===== config.mk =====
export PLATFORM = sky130hd
export DESIGN_NAME = pfd_frame_check
export DESIGN_NICKNAME = d
export VERILOG_FILES = /design/src/rtl/pfd_pkg.sv /design/src/rtl/pfd_frame_check.sv
export SDC_FILE = /design/constraint.sdc
export NUM_CORES = 1
export LEC_CHECK = 0
export BUFFER_PORTS_ARGS = -buffer_cell sky130_fd_sc_hd__buf_2
export CORE_MARGIN = 10
export CORE_UTILIZATION = 35
export DETAILED_ROUTE_END_ITERATION = 16
export PLACE_DENSITY = 0.71
export SYNTH_ARGS = -nofsm -noshare
export SYNTH_HDL_FRONTEND = slang
export SYNTH_SLANG_ARGS = --single-unit

===== constraint.sdc =====
create_clock -name vclk -period 4
set_input_delay 0.6 -clock vclk [all_inputs]
set_output_delay 0.6 -clock vclk [all_outputs]
set_load 0.02 [all_outputs]

===== src/rtl/pfd_pkg.sv =====
// ----------------------------------------------------------------------------
// pfd_pkg
// types and constants shared by the position frame deframer
// ----------------------------------------------------------------------------
package pfd_pkg;

  typedef logic [7:0] byte_t;
  typedef logic signed [15:0] pos_t;
  typedef logic [2:0] idx_t;
  typedef logic [4:0][7:0] frame_t;

  // header restarts a frame, clear byte drops the found flag
  localparam byte_t HDR_BYTE = 8'hFF;
  localparam byte_t CLR_BYTE = 8'hFE;

  // slot of the checksum byte, one past the stored bytes
  localparam idx_t CHK_IDX = 3'd5;
  localparam int STORED_BYTES = 5;

  localparam pos_t POS_LIMIT = 16'sd32700;
  localparam pos_t NEG_LIMIT = -16'sd32700;

  // result of the end-of-frame check
  typedef struct packed {
    logic pass;
    pos_t x;
    pos_t y;
  } pfd_check_t;

endpackage


===== src/rtl/pfd_frame_check.sv =====
// ----------------------------------------------------------------------------
// pfd_frame_check
// header, additive checksum and range check of a complete frame
// ----------------------------------------------------------------------------
module pfd_frame_check
  import pfd_pkg::*;
(
  input  frame_t     frame,
  input  byte_t      chk_byte,
  output pfd_check_t check
);

  byte_t sum;
  pos_t  x;
  pos_t  y;
  logic  x_ok;
  logic  y_ok;

  // low 8 bits of the sum of header and both coordinates
  assign sum = frame[0] + frame[1] + frame[2] + frame[3] + frame[4];

  // big-endian signed coordinates
  assign x = $signed({frame[1], frame[2]});
  assign y = $signed({frame[3], frame[4]});

  assign x_ok = (x >= NEG_LIMIT) && (x <= POS_LIMIT);
  assign y_ok = (y >= NEG_LIMIT) && (y <= POS_LIMIT);

  assign check.pass = (frame[0] == HDR_BYTE) && (sum == chk_byte) && x_ok && y_ok;
  assign check.x    = x;
  assign check.y    = y;

endmodule


== After elaboration in Yosys (flattened, before gate mapping) ==
Index checks and enable logic that the tools add are counted.

* Add/sub/neg operators: 4
* Order comparisons: 4
* Equal/unequal tests: 2
* Reduce and logical (&&, ||, !) cells: 5

{| class="wikitable"
|+ Operators with widths
! kind !! number
|-
| $add 8x8->8 || 4
|-
| $ge 16x16->1 const B || 2
|-
| $le 16x16->1 const B || 2
|-
| $eq 8x8->1 || 1
|-
| $eq 8x8->1 const B || 1
|-
| $logic_and 1x1->1 || 5
|}

* Register bits after elaboration: 0
* Input port bits: 48
* Output and inout port bits: 33
* Logic and storage cells: 15

== Longest topological paths before layout ==
Gate-level depths: netlist of run 1.

* Depth in word-level cells: 8
* Mapped depth: 13
* Depth with buffers taken out: 13

== Worst setup path before layout of run 1 ==
Ideal clock, no wire load.

* Kind: input to output
* From: in frame[1] in the netlist's numbering
* To: out check[32] in the netlist's numbering
* Data arrival time: 3.889 ns
* Required time: 3.400 ns
* Path slack: -0.489 ns
* Stages: 11
* Buffers on the path: 0
* Cells stage by stage: fa_1 > fa_1 > fa_1 > ha_1 > inv_1 > fa_1 > xor2_1 > nand3_1 > nor4_1 > nand3_1 > nor4b_2

{| class="wikitable"
|+ RTL lines
! what !! line !! RTL
|-
| from (decl) || pfd_frame_check.sv:8 || <nowiki>input frame_t frame,</nowiki>
|-
| to (decl) || pfd_frame_check.sv:10 || <nowiki>output pfd_check_t check</nowiki>
|}

==> results.rst, run 1 <==
.. list-table::
   :header-rows: 1

   * - Metric
     - Value
   * - Result of the run
     - finished with violations
   * - Violated checks
     - negative setup slack
   * - Type of the setup path with the least slack
     - primary input to output pin
   * - Starting DRC count in detailed routing
     - between 40 and 50
   * - Maximum Capacitance Violations
     - 0
   * - Ratio of final minimum period to clock period
     - 111%
   * - Final setup margin
     - -457 ps
   * - Final-report hold violation count
     - 0
   * - Number of ports placed on the die boundary
     - just over 80
   * - Total of warnings raised by yosys
     - 0
   * - Synth Cell Area
     - between 1000 and 1500 um2
   * - Unrepaired setup endpoints after global routing
     - yes
   * - Final-layout setup total negative slack
     - -457 ps
   * - Routing usage on met2
     - 20.6%
   * - Worst setup endpoint
     - check[32]
   * - Largest net degree at the start of global routing
     - 5
   * - Worst path required time
     - ~3400 ps
   * - Nets in the synthesized netlist
     - 214
   * - Achievable frequency
     - 0.224 GHz
   * - Cell repeated most along the worst path
     - sky130_fd_sc_hd__fa_1
   * - Area Overhead vs Synth
     - 35.4%
   * - Placeable core area
     - 3390 um2
   * - Distinct cell type count after synthesis
     - 26
   * - Share of the core filled with cells in the final layout
     - 49.6%
   * - Chip Width
     - 79.6 um
   * - Slowest cell on crit path
     - sky130_fd_sc_hd__fa_1
   * - Max Transition Viols Final
     - 0
   * - Gpl congestion
     - 0.812
   * - Port bufs
     - 81
   * - Mean area per synthesized cell
     - 9.00 um2
   * - Nets@finish
     - 290
   * - Ranking of synthesized cells by area
     - sky130_fd_sc_hd__fa_1 (32%), sky130_fd_sc_hd__buf_4 (19%), sky130_fd_sc_hd__ha_1 (8.1%), sky130_fd_sc_hd__xnor2_1 (7.8%), sky130_fd_sc_hd__nand4_1 (4.0%)
   * - Vias/cell
     - between 4 and 5
   * - Clock buffer count
     - 0
   * - Synthesized instance count
     - 138
   * - Share of the synthesized area in the top cell type
     - around a third
   * - Start point of the critical path
     - frame[1]
   * - Power density over the cells
     - 321 nW/um2
   * - Post-CTS Setup Bufs
     - 0
   * - Critical path fanouts, max
     - 2
   * - Period minus WS final
     - 4460 ps
   * - Number of inserted filler cells in the final layout
     - 335
   * - Fraction of final layout cells sized beyond drive strength 1
     - 52.4%
   * - Arrival time at the worst endpoint
     - 3860 ps
   * - Total of hold buffers inserted after clock tree synthesis
     - 0
   * - M3 GR Usage
     - 2.93%
   * - Number of diodes
     - 0
   * - Die ar.
     - 6330 um2
   * - Initial core utilization
     - 36.7%
   * - Transition time of the tightest slew-check pin
     - 392 ps
   * - Total routing usage reported by global routing
     - roughly 11%
   * - Kind of launch point of the worst setup path
     - primary input
   * - GR Util met1
     - 13.3%
   * - Cell types with the highest counts after synthesis
     - sky130_fd_sc_hd__buf_4 (32), sky130_fd_sc_hd__fa_1 (20), sky130_fd_sc_hd__inv_1 (13)
   * - Post-DR wirelength/cell
     - 14.6 um
   * - Total number of vias
     - between 1000 and 1500
   * - Seq. cell area
     - 0 um2
   * - WHS
     - about 1500 ps
   * - Leak pwr
     - 0.861 nW
   * - Worst-case headroom to the max-slew limit
     - between 70% and 80%
   * - Global route hottest layer
     - met2
   * - Final setup fails
     - 1
   * - Type of element capturing the critical path
     - output pin
   * - Global-route wire length before repair
     - about 5900 um
   * - Final cell area excluding filler cells
     - 1680 um2
   * - Final sequential cell count
     - 0
   * - Number of antenna violations at the first check in global routing
     - 0
   * - Most used standard cell by instance count after synthesis
     - sky130_fd_sc_hd__buf_4
   * - Number of nets with antenna violations after detailed routing
     - 0
   * - Vias in the first global route
     - 1314
   * - Remaining routing DRC violations
     - 0
   * - Power Total
     - roughly 0.54 mW
   * - Cell type with the largest total area after synthesis
     - sky130_fd_sc_hd__fa_1
   * - Cell area after placement
     - 1660 um2
   * - Total half-perimeter wirelength after legalization and detailed placement
     - 3650 um
   * - Overall overflow remaining after global route
     - 0
   * - Largest stage delay on the critical path
     - 540 ps
   * - Placement Rows
     - 21
   * - Worst vdd rail ir drop
     - 0.122 mV
   * - Hold_sp
     - frame[22]
   * - Register area share after synthesis
     - 0%
   * - WL final
     - 3770 um
   * - Ordered list of cells on the worst path
     - buf_8 -> fa_1 -> fa_1 -> fa_1 -> ha_2 -> inv_2 -> fa_1 -> xor2_1 -> nand3_1 -> nor4_2 -> nand3_1 -> nor4b_4 -> buf_4
   * - Chip height
     - 79.6 um
   * - Detailed-router iteration count before antenna repair
     - 4
   * - Path category of the worst min-delay check
     - primary input to output pin
## worst max-delay path: cells and delay by family
family	cells	cell delay, ps
adders and majority gates	5	2150
buffers and inverters	3	310
and+or+nand+nor	4	650
xor gates and xnor gates	1	130
## routing by layer
metal / part of all wire (%) / wire (um)
met5: 0 / 0
met4: 0 / 0
met3: 8.6 / 323
met2: 50 / 1870
met1: 42 / 1580
## logic make-up after synthesis
| logic type | Yosys count | synth area share (%) |
|---|---|---|
| simple gates | 35 | 15.9 |
| buf+inv | 45 | 23.3 |
| xor+xnor | 18 | 14.4 |
| compound gates | 12 | 6.14 |
| fa+ha+maj | 28 | 40.3 |
## report_power, final
part	switching, mW	internal [mW]	leakage [nW]
sequential	0	0	0
clock	0	0	0
combinational	0.267	0.273	0.861
## cell type report
cell class                 count  area [um2]  area share, %
tap                           46        57.6           3.42
multi-input combinational     93         971           57.7
timing repair buffer         106         606           36.0
inverter                      13        48.8           2.90
## worst min path at each step
stage                     cells past startpoint         to
after global routing                          2  check[22]
after global placement                        2  check[22]
after floorplan                               1   check[0]
final                                         2  check[22]
after detailed placement                      2  check[22]
after CTS                                     2  check[22]
## stage by stage
step	instances	worst slack [ps]
4_1_cts	258	-524
6_report	258	-457
2_1_floorplan	138	-355
5_1_grt	258	-683
3_5_place_dp	258	-737
3_3_place_gp	258	-648
## layout by cell type (no fill, tap or decap)
cell type / count
sky130_fd_sc_hd__nand2_1: 5
sky130_fd_sc_hd__nor2b_1: 1
sky130_fd_sc_hd__o41ai_1: 2
sky130_fd_sc_hd__nor4_1: 3
sky130_fd_sc_hd__or4_1: 2
sky130_fd_sc_hd__xnor2_1: 11
sky130_fd_sc_hd__xnor2_2: 1
sky130_fd_sc_hd__nand3_1: 6
sky130_fd_sc_hd__a21o_1: 1
sky130_fd_sc_hd__inv_1: 12
sky130_fd_sc_hd__nor3_1: 1
sky130_fd_sc_hd__buf_2: 79
sky130_fd_sc_hd__xnor3_1: 1
sky130_fd_sc_hd__nand3b_1: 1
sky130_fd_sc_hd__inv_2: 1
sky130_fd_sc_hd__or3_1: 1
sky130_fd_sc_hd__nand4_1: 8
sky130_fd_sc_hd__a21oi_1: 3
sky130_fd_sc_hd__ha_1: 7
sky130_fd_sc_hd__nor4_2: 1
sky130_fd_sc_hd__nor2_1: 5
sky130_fd_sc_hd__fa_1: 20
sky130_fd_sc_hd__buf_4: 26
sky130_fd_sc_hd__ha_2: 1
sky130_fd_sc_hd__buf_8: 1
sky130_fd_sc_hd__nor4b_4: 1
sky130_fd_sc_hd__a31oi_1: 1
sky130_fd_sc_hd__o21ai_0: 3
sky130_fd_sc_hd__a21boi_0: 1
sky130_fd_sc_hd__xor2_1: 5
sky130_fd_sc_hd__a22oi_1: 1
## timing repair
item | in CTS | in global routing
endpoints found under the setup margin | 1 | 1
gates cloned | 0 | 0
pin swaps | 5 | 2
gates resized for setup | 6 | 1
Power figures use the tool's default switching activity.
==> run 2: changes to the inputs <==
==> constraint.sdc (replaced) <==
create_clock -name vclk -period 4
set_input_delay 0.4 -clock vclk [all_inputs]
set_output_delay 0.4 -clock vclk [all_outputs]
set_load 0.02 [all_outputs]
==> results.rst, run 2 (same netlist as run 1, synthesis figures left out) <==
.. list-table::
   :header-rows: 1

   * - Metric
     - Value
   * - Final-layout setup total negative slack
     - -74.0 ps (+383 ps)
   * - Violated checks
     - negative setup slack
   * - Final sequential cell count
     - 0 (unchanged)
   * - Vias/cell
     - 4.61 (+0.16%)
   * - Most common library cell in the layout ignoring fill and taps
     - sky130_fd_sc_hd__buf_2
   * - Ordered list of cells on the worst path
     - buf_8 -> fa_1 -> fa_1 -> fa_1 -> ha_2 -> inv_2 -> fa_1 -> xor2_1 -> nand3_1 -> nor4_2 -> nand3_1 -> nor4b_4 -> buf_4
   * - Gpl congestion
     - 0.802 (-1.3%)
   * - Vias in the first global route
     - 1214 (-7.6%)
   * - Type of the setup path with the least slack
     - primary input to output pin
   * - Worst-case headroom to the max-slew limit
     - 73.7% (+0.079 points)
   * - Largest stage delay on the critical path
     - 550 ps (about the same)
   * - Number of ports placed on the die boundary
     - 81 (unchanged)
   * - Number of diodes
     - 0 (unchanged)
   * - Final setup margin
     - -74.0 ps (+383 ps)
   * - Cell area after placement
     - 1560 um2 (-5.9%)
   * - Die ar.
     - 6330 um2 (unchanged)
   * - Remaining routing DRC violations
     - 0 (unchanged)
   * - Arrival time at the worst endpoint
     - 3670 ps (-190 ps)
   * - Period minus WS final
     - 4070 ps (-383 ps)
   * - Worst vdd rail ir drop
     - 0.117 mV (-3.5%)
   * - Post-CTS Setup Bufs
     - 0 (unchanged)
   * - Chip Width
     - 79.6 um (unchanged)
   * - Result of the run
     - finished with violations
   * - Final cell area excluding filler cells
     - 1590 um2 (-5.8%)
   * - Power density over the cells
     - 329 nW/um2 (+2.6%)
   * - Clock buffer count
     - 0 (unchanged)
   * - Maximum Capacitance Violations
     - 0 (unchanged)
   * - Total half-perimeter wirelength after legalization and detailed placement
     - 3420 um (-6.3%)
   * - Achievable frequency
     - 0.245 GHz (+9.4%)
   * - Final setup fails
     - 1 (unchanged)
   * - Final-report hold violation count
     - 0 (unchanged)
   * - Slowest cell on crit path
     - sky130_fd_sc_hd__fa_1
   * - Largest net degree at the start of global routing
     - 5 (unchanged)
   * - Cell Count, Final, Fillers Out
     - 245 (-5.0%)
   * - Post-DR wirelength/cell
     - 14.4 um (-1.0%)
   * - Port bufs
     - 81 (unchanged)
   * - Worst path required time
     - 3600 ps (+200 ps)
   * - Initial core utilization
     - 36.7% (unchanged)
   * - Starting DRC count in detailed routing
     - 40 (-4.8%)
   * - Max Transition Viols Final
     - 0 (unchanged)
   * - Number of nets with antenna violations after detailed routing
     - 0 (unchanged)
   * - Ratio of final minimum period to clock period
     - 102% (-9.6 points)
   * - Nets@finish
     - 277 (-4.5%)
   * - Total routing usage reported by global routing
     - 10.3% (-0.89 points)
   * - Seq. cell area
     - 0 um2 (unchanged)
   * - Detailed-router iteration count before antenna repair
     - 4 (unchanged)
   * - Critical path fanouts, max
     - 2 (unchanged)
   * - Type of element capturing the critical path
     - output pin
   * - Fraction of final layout cells sized beyond drive strength 1
     - 49.2% (-3.1 points)
   * - WL final
     - 3540 um (-6.0%)
   * - Commonest non-fill, non-tap cells in the layout
     - sky130_fd_sc_hd__buf_2 (79), sky130_fd_sc_hd__fa_1 (20), sky130_fd_sc_hd__buf_4 (13)
   * - Total number of vias
     - 1129 (-4.9%)
   * - Global-route wire length before repair
     - 5490 um (-7.3%)
   * - Chip height
     - 79.6 um (unchanged)
   * - Transition time of the tightest slew-check pin
     - 391 ps (-1.17 ps)
   * - WHS
     - 1050 ps (-401 ps)
   * - Overall overflow remaining after global route
     - 0 (unchanged)
   * - Kind of launch point of the worst setup path
     - primary input
   * - Number of inserted filler cells in the final layout
     - 359 (+7.2%)
   * - Cell repeated most along the worst path
     - sky130_fd_sc_hd__fa_1
   * - Path category of the worst min-delay check
     - primary input to output pin
   * - Leak pwr
     - 0.798 nW (-7.3%)
   * - Placement Rows
     - 21 (unchanged)
   * - Area Overhead vs Synth
     - 27.6%
   * - Unrepaired setup endpoints after global routing
     - yes
   * - Number of antenna violations at the first check in global routing
     - 0 (unchanged)
   * - Cell count after placement
     - 245 (-5.0%)
   * - Total of hold buffers inserted after clock tree synthesis
     - 0 (unchanged)
   * - Placeable core area
     - 3390 um2 (unchanged)
## run 2: cell types whose count changed in the layout (fill, tap and decap cells not counted)
cell                    previous run  this run
sky130_fd_sc_hd__buf_4            26        13
## run 2: worst max-delay path: cells and delay by family
kind | cells | cell delay [ps]
xor+xnor | 1 | 130
simple gates | 4 | 670
fa+ha+maj | 5 | 2160
buf+inv | 3 | 320
## run 2: final timing paths
| path | cells after the start | start | slack, ps | to |
|---|---|---|---|---|
| hold / removal | 2 | frame[22] | 1050 | check[22] |
| setup / recovery | 13 | frame[1] | -70 | check[32] |
## run 2: cell type report
cell class,count,area (um2),area share (%)
multi-input combinational,93,971,61.2
inverter,13,48.8,3.08
timing repair buffer,93,508,32.0
tap,46,57.6,3.63
## run 2: report_power, final
| group | total (mW) | switching (mW) | internal (mW) |
|---|---|---|---|
| clock network | 0 | 0 | 0 |
| registers | 0 | 0 | 0 |
| logic | 0.522 | 0.261 | 0.261 |
## run 2: metal layers
| layer | GRT usage (%) | up-vias | share of wire [%] |
|---|---|---|---|
| met2 | 18.3 | 49 | 50 |
| met3 | 4.05 | 0 | 12 |
| met4 | 0 | 0 | 0 |
| met1 | 12.0 | 517 | 38 |
| met5 | 0 | - | 0 |
| li1 | - | 563 | - |
## run 2: per-stage QoR
stage / util, % / power [mW] / worst slack, ps
final: 46.8 / 0.522 / -74.0
after global routing: 46.8 / 0.591 / -276
after CTS: 46.7 / 0.531 / -121
after detailed placement: 46.1 / 0.524 / -351
after global placement: 46.1 / 0.514 / -291
after floorplan: - / 0.402 / 6.07
## run 2: timing repair
item / CTS / global route
pin swaps: 4 / 2
endpoints found under the setup margin: 1 / 1
gates resized for setup: 5 / 1
==> run 3: changes to the inputs <==
Settings changed: ABC_AREA from default to 1, GPL_TIMING_DRIVEN from default to 0, PLACE_DENSITY 0.71 to 0.67.
==> results.rst, run 3 <==
.. list-table::
   :header-rows: 1

   * - Metric
     - Value
   * - Critical path fanouts, max
     - 2 (unchanged)
   * - Share of the core filled with cells in the final layout
     - 49.7% (+2.9 points)
   * - Initial core utilization
     - 37.0% (+0.38 points)
   * - Number of diodes
     - 0 (unchanged)
   * - Worst setup endpoint
     - check[32]
   * - M3 GR Usage
     - 2.65% (-1.4 points)
   * - Synth Cell Area
     - 1520 um2 (+23%)
   * - Number of antenna violations at the first check in global routing
     - 0 (unchanged)
   * - Type of the setup path with the least slack
     - primary input to output pin
   * - Routing usage on met2
     - 21.9% (+3.6 points)
   * - Start point of the critical path
     - frame[1]
   * - Type of element capturing the critical path
     - output pin
   * - Total of hold buffers inserted after clock tree synthesis
     - 0 (unchanged)
   * - Number of nets with antenna violations after detailed routing
     - 0 (unchanged)
   * - Achievable frequency
     - 0.259 GHz (+5.6%)
   * - Leak pwr
     - 1.19 nW (+49%)
   * - Chip height
     - 86.0 um (+8.0%)
   * - Detailed-router iteration count before antenna repair
     - 4 (unchanged)
   * - Ranking of synthesized cells by area
     - sky130_fd_sc_hd__fa_1 (26%), sky130_fd_sc_hd__buf_4 (16%), sky130_fd_sc_hd__nand2_1 (16%), sky130_fd_sc_hd__inv_1 (7.9%), sky130_fd_sc_hd__nor2_1 (6.9%)
   * - Slowest cell on crit path
     - sky130_fd_sc_hd__fa_1
   * - Worst-case headroom to the max-slew limit
     - 79.2% (+5.5 points)
   * - Total routing usage reported by global routing
     - 11.9% (+1.6 points)
   * - Total number of vias
     - 1625 (+44%)
   * - Global route hottest layer
     - met2
   * - Number of logic stages on the critical path including buffering
     - 14 (+1)
   * - Area occupied by multi-input gates
     - 1170 um2 (+21%)
   * - GR Util met1
     - 13.7% (+1.7 points)
   * - Ordered list of cells on the worst path
     - buf_2 -> fa_1 -> fa_1 -> fa_1 -> ha_2 -> inv_2 -> fa_2 -> o22ai_1 -> nor2_1 -> nand3_1 -> nor2_1 -> nand4_1 -> nor2_1 -> buf_4
   * - Die ar.
     - 7390 um2 (+17%)
   * - Result of the run
     - complete, no violations
   * - Worst path required time
     - 3600 ps (about the same)
   * - Cell types with the highest counts after synthesis
     - sky130_fd_sc_hd__nand2_1 (63), sky130_fd_sc_hd__buf_4 (32), sky130_fd_sc_hd__inv_1 (32)
   * - Mean area per synthesized cell
     - 6.43 um2 (-29%)
   * - Seq. cell area
     - 0 um2 (unchanged)
   * - Post-DR wirelength/cell
     - 12.1 um (-16%)
   * - Starting DRC count in detailed routing
     - 63 (+57%)
   * - Ratio of final minimum period to clock period
     - 96.5% (-5.4 points)
   * - Number of inserted filler cells in the final layout
     - 453 (+26%)
   * - Largest net degree at the start of global routing
     - 8 (+3)
   * - Vias in the first global route
     - 1782 (+47%)
   * - Total half-perimeter wirelength after legalization and detailed placement
     - 4120 um (+21%)
   * - Distinct cell type count after synthesis
     - 24 (-7.7%)
   * - Power density over the cells
     - 321 nW/um2 (-2.5%)
   * - Clock buffer count
     - 0 (unchanged)
   * - Share of the synthesized area in the top cell type
     - 26.3% (-6.0 points)
   * - Most used standard cell by instance count after synthesis
     - sky130_fd_sc_hd__nand2_1
   * - Placeable core area
     - 4120 um2 (+21%)
   * - Vias/cell
     - 4.40 (-4.4%)
   * - Largest delay contributor family on the critical path
     - adder cells
   * - Power Total
     - 0.657 mW (+26%)
   * - Chip Width
     - 86.0 um (+8.0%)
   * - Most common library cell in the layout ignoring fill and taps
     - sky130_fd_sc_hd__buf_2
   * - Commonest non-fill, non-tap cells in the layout
     - sky130_fd_sc_hd__buf_2 (80), sky130_fd_sc_hd__nand2_1 (62), sky130_fd_sc_hd__buf_4 (34)
   * - Nets@finish
     - 397 (+43%)
   * - Final-report hold violation count
     - 0 (unchanged)
   * - Area Overhead vs Synth
     - 34.1%
   * - Fraction of final layout cells sized beyond drive strength 1
     - 44.2% (-5.0 points)
   * - Placement Rows
     - 23 (+9.5%)
   * - Unrepaired setup endpoints after global routing
     - yes
   * - Cell type with the largest total area after synthesis
     - sky130_fd_sc_hd__fa_1
   * - Port bufs
     - 81 (unchanged)
   * - Final setup fails
     - 0 (-1)
   * - Final sequential cell count
     - 0 (unchanged)
   * - Remaining routing DRC violations
     - 0 (unchanged)
   * - Nets in the synthesized netlist
     - 313 (+46%)
   * - WL final
     - 4450 um (+26%)
   * - Register area share after synthesis
     - 0% (unchanged)
   * - Synthesized instance count
     - 237 (+72%)
   * - Path category of the worst min-delay check
     - primary input to output pin
   * - Worst vdd rail ir drop
     - 0.165 mV (+41%)
   * - Arrival time at the worst endpoint
     - 3460 ps (-210 ps)
   * - Count of buffering cells on the critical path with inverters included
     - 3 (unchanged)
   * - Number of ports placed on the die boundary
     - 81 (unchanged)
   * - Kind of launch point of the worst setup path
     - primary input
   * - Total of warnings raised by yosys
     - 0 (unchanged)
   * - Period minus WS final
     - 3860 ps (-215 ps)
   * - Largest stage delay on the critical path
     - 550 ps (about the same)
   * - Max Transition Viols Final
     - 0 (unchanged)
   * - Global-route wire length before repair
     - 7590 um (+38%)
   * - Transition time of the tightest slew-check pin
     - 310 ps (-81.1 ps)
   * - Maximum Capacitance Violations
     - 0 (unchanged)
   * - Gpl congestion
     - 0.836 (+4.3%)
   * - Overall overflow remaining after global route
     - 0 (unchanged)
==> run 3: worst min path at each step <==
stage,slack [ps],from,depth (start not counted),end
floorplan,910,frame[32],1,check[0]
global placement,1140,frame[23],3,check[23]
detailed placement,1140,frame[23],3,check[23]
CTS,1140,frame[23],3,check[23]
global route,1160,frame[22],3,check[22]
finish,1140,frame[15],3,check[31]
==> run 3: cell type report <==
cell class / instances / share of cell area [%]
inverters: 37 / 6.80
well taps: 50 / 3.06
multi-input cells: 167 / 57.5
repair buffers: 82 / 20.3
plain buffers: 33 / 12.3
==> run 3: power breakdown <==
group / switching [mW] / internal, mW / total, mW
clock network: 0 / 0 / 0
logic: 0.371 / 0.286 / 0.657
registers: 0 / 0 / 0
==> run 3: through the flow <==
| step | setup slack [ps] | cells | area, um2 | TNS, ps | hold WS [ps] |
|---|---|---|---|---|---|
| after detailed placement | -62.1 | 368 | 1990 | -62.1 | 1140 |
| final | 141 | 369 | 2040 | 0 | 1140 |
| after floorplan | 220 | 237 | 1520 | 0 | 913 |
| after global placement | -55.7 | 368 | 1990 | -55.7 | 1140 |
| after CTS | 7.10 | 369 | 2000 | 0 | 1140 |
| after global routing | -42.0 | 369 | 2040 | -42.0 | 1160 |
==> run 3: worst min-delay path, delay by kind of cell <==
family                 cells  cell delay (ps)
buffers and inverters      3              340
==> run 3: repair_timing <==
action                                  in CTS  in global routing
endpoints found under the setup margin       1                  1
gates resized for setup                      2                  9
pin swaps                                    1                  4
buffers inserted                             1                  0
==> run 3: cells by family (layout without fill, tap and decap cells) <==
family / Yosys count / count (layout) / synth area share [%]
simple gates: 127 / 127 / 36.4
buf+inv: 70 / 152 / 25.6
fa+ha+maj: 28 / 28 / 32.8
compound gates: 10 / 10 / 4.02
xor+xnor: 2 / 2 / 1.15
==> run 3: metal layers <==
metal	routed length, um	share of wire, %
met1	1880	42
met2	2100	47
met3	384	8.6
met4	80	1.8
met5	0	0
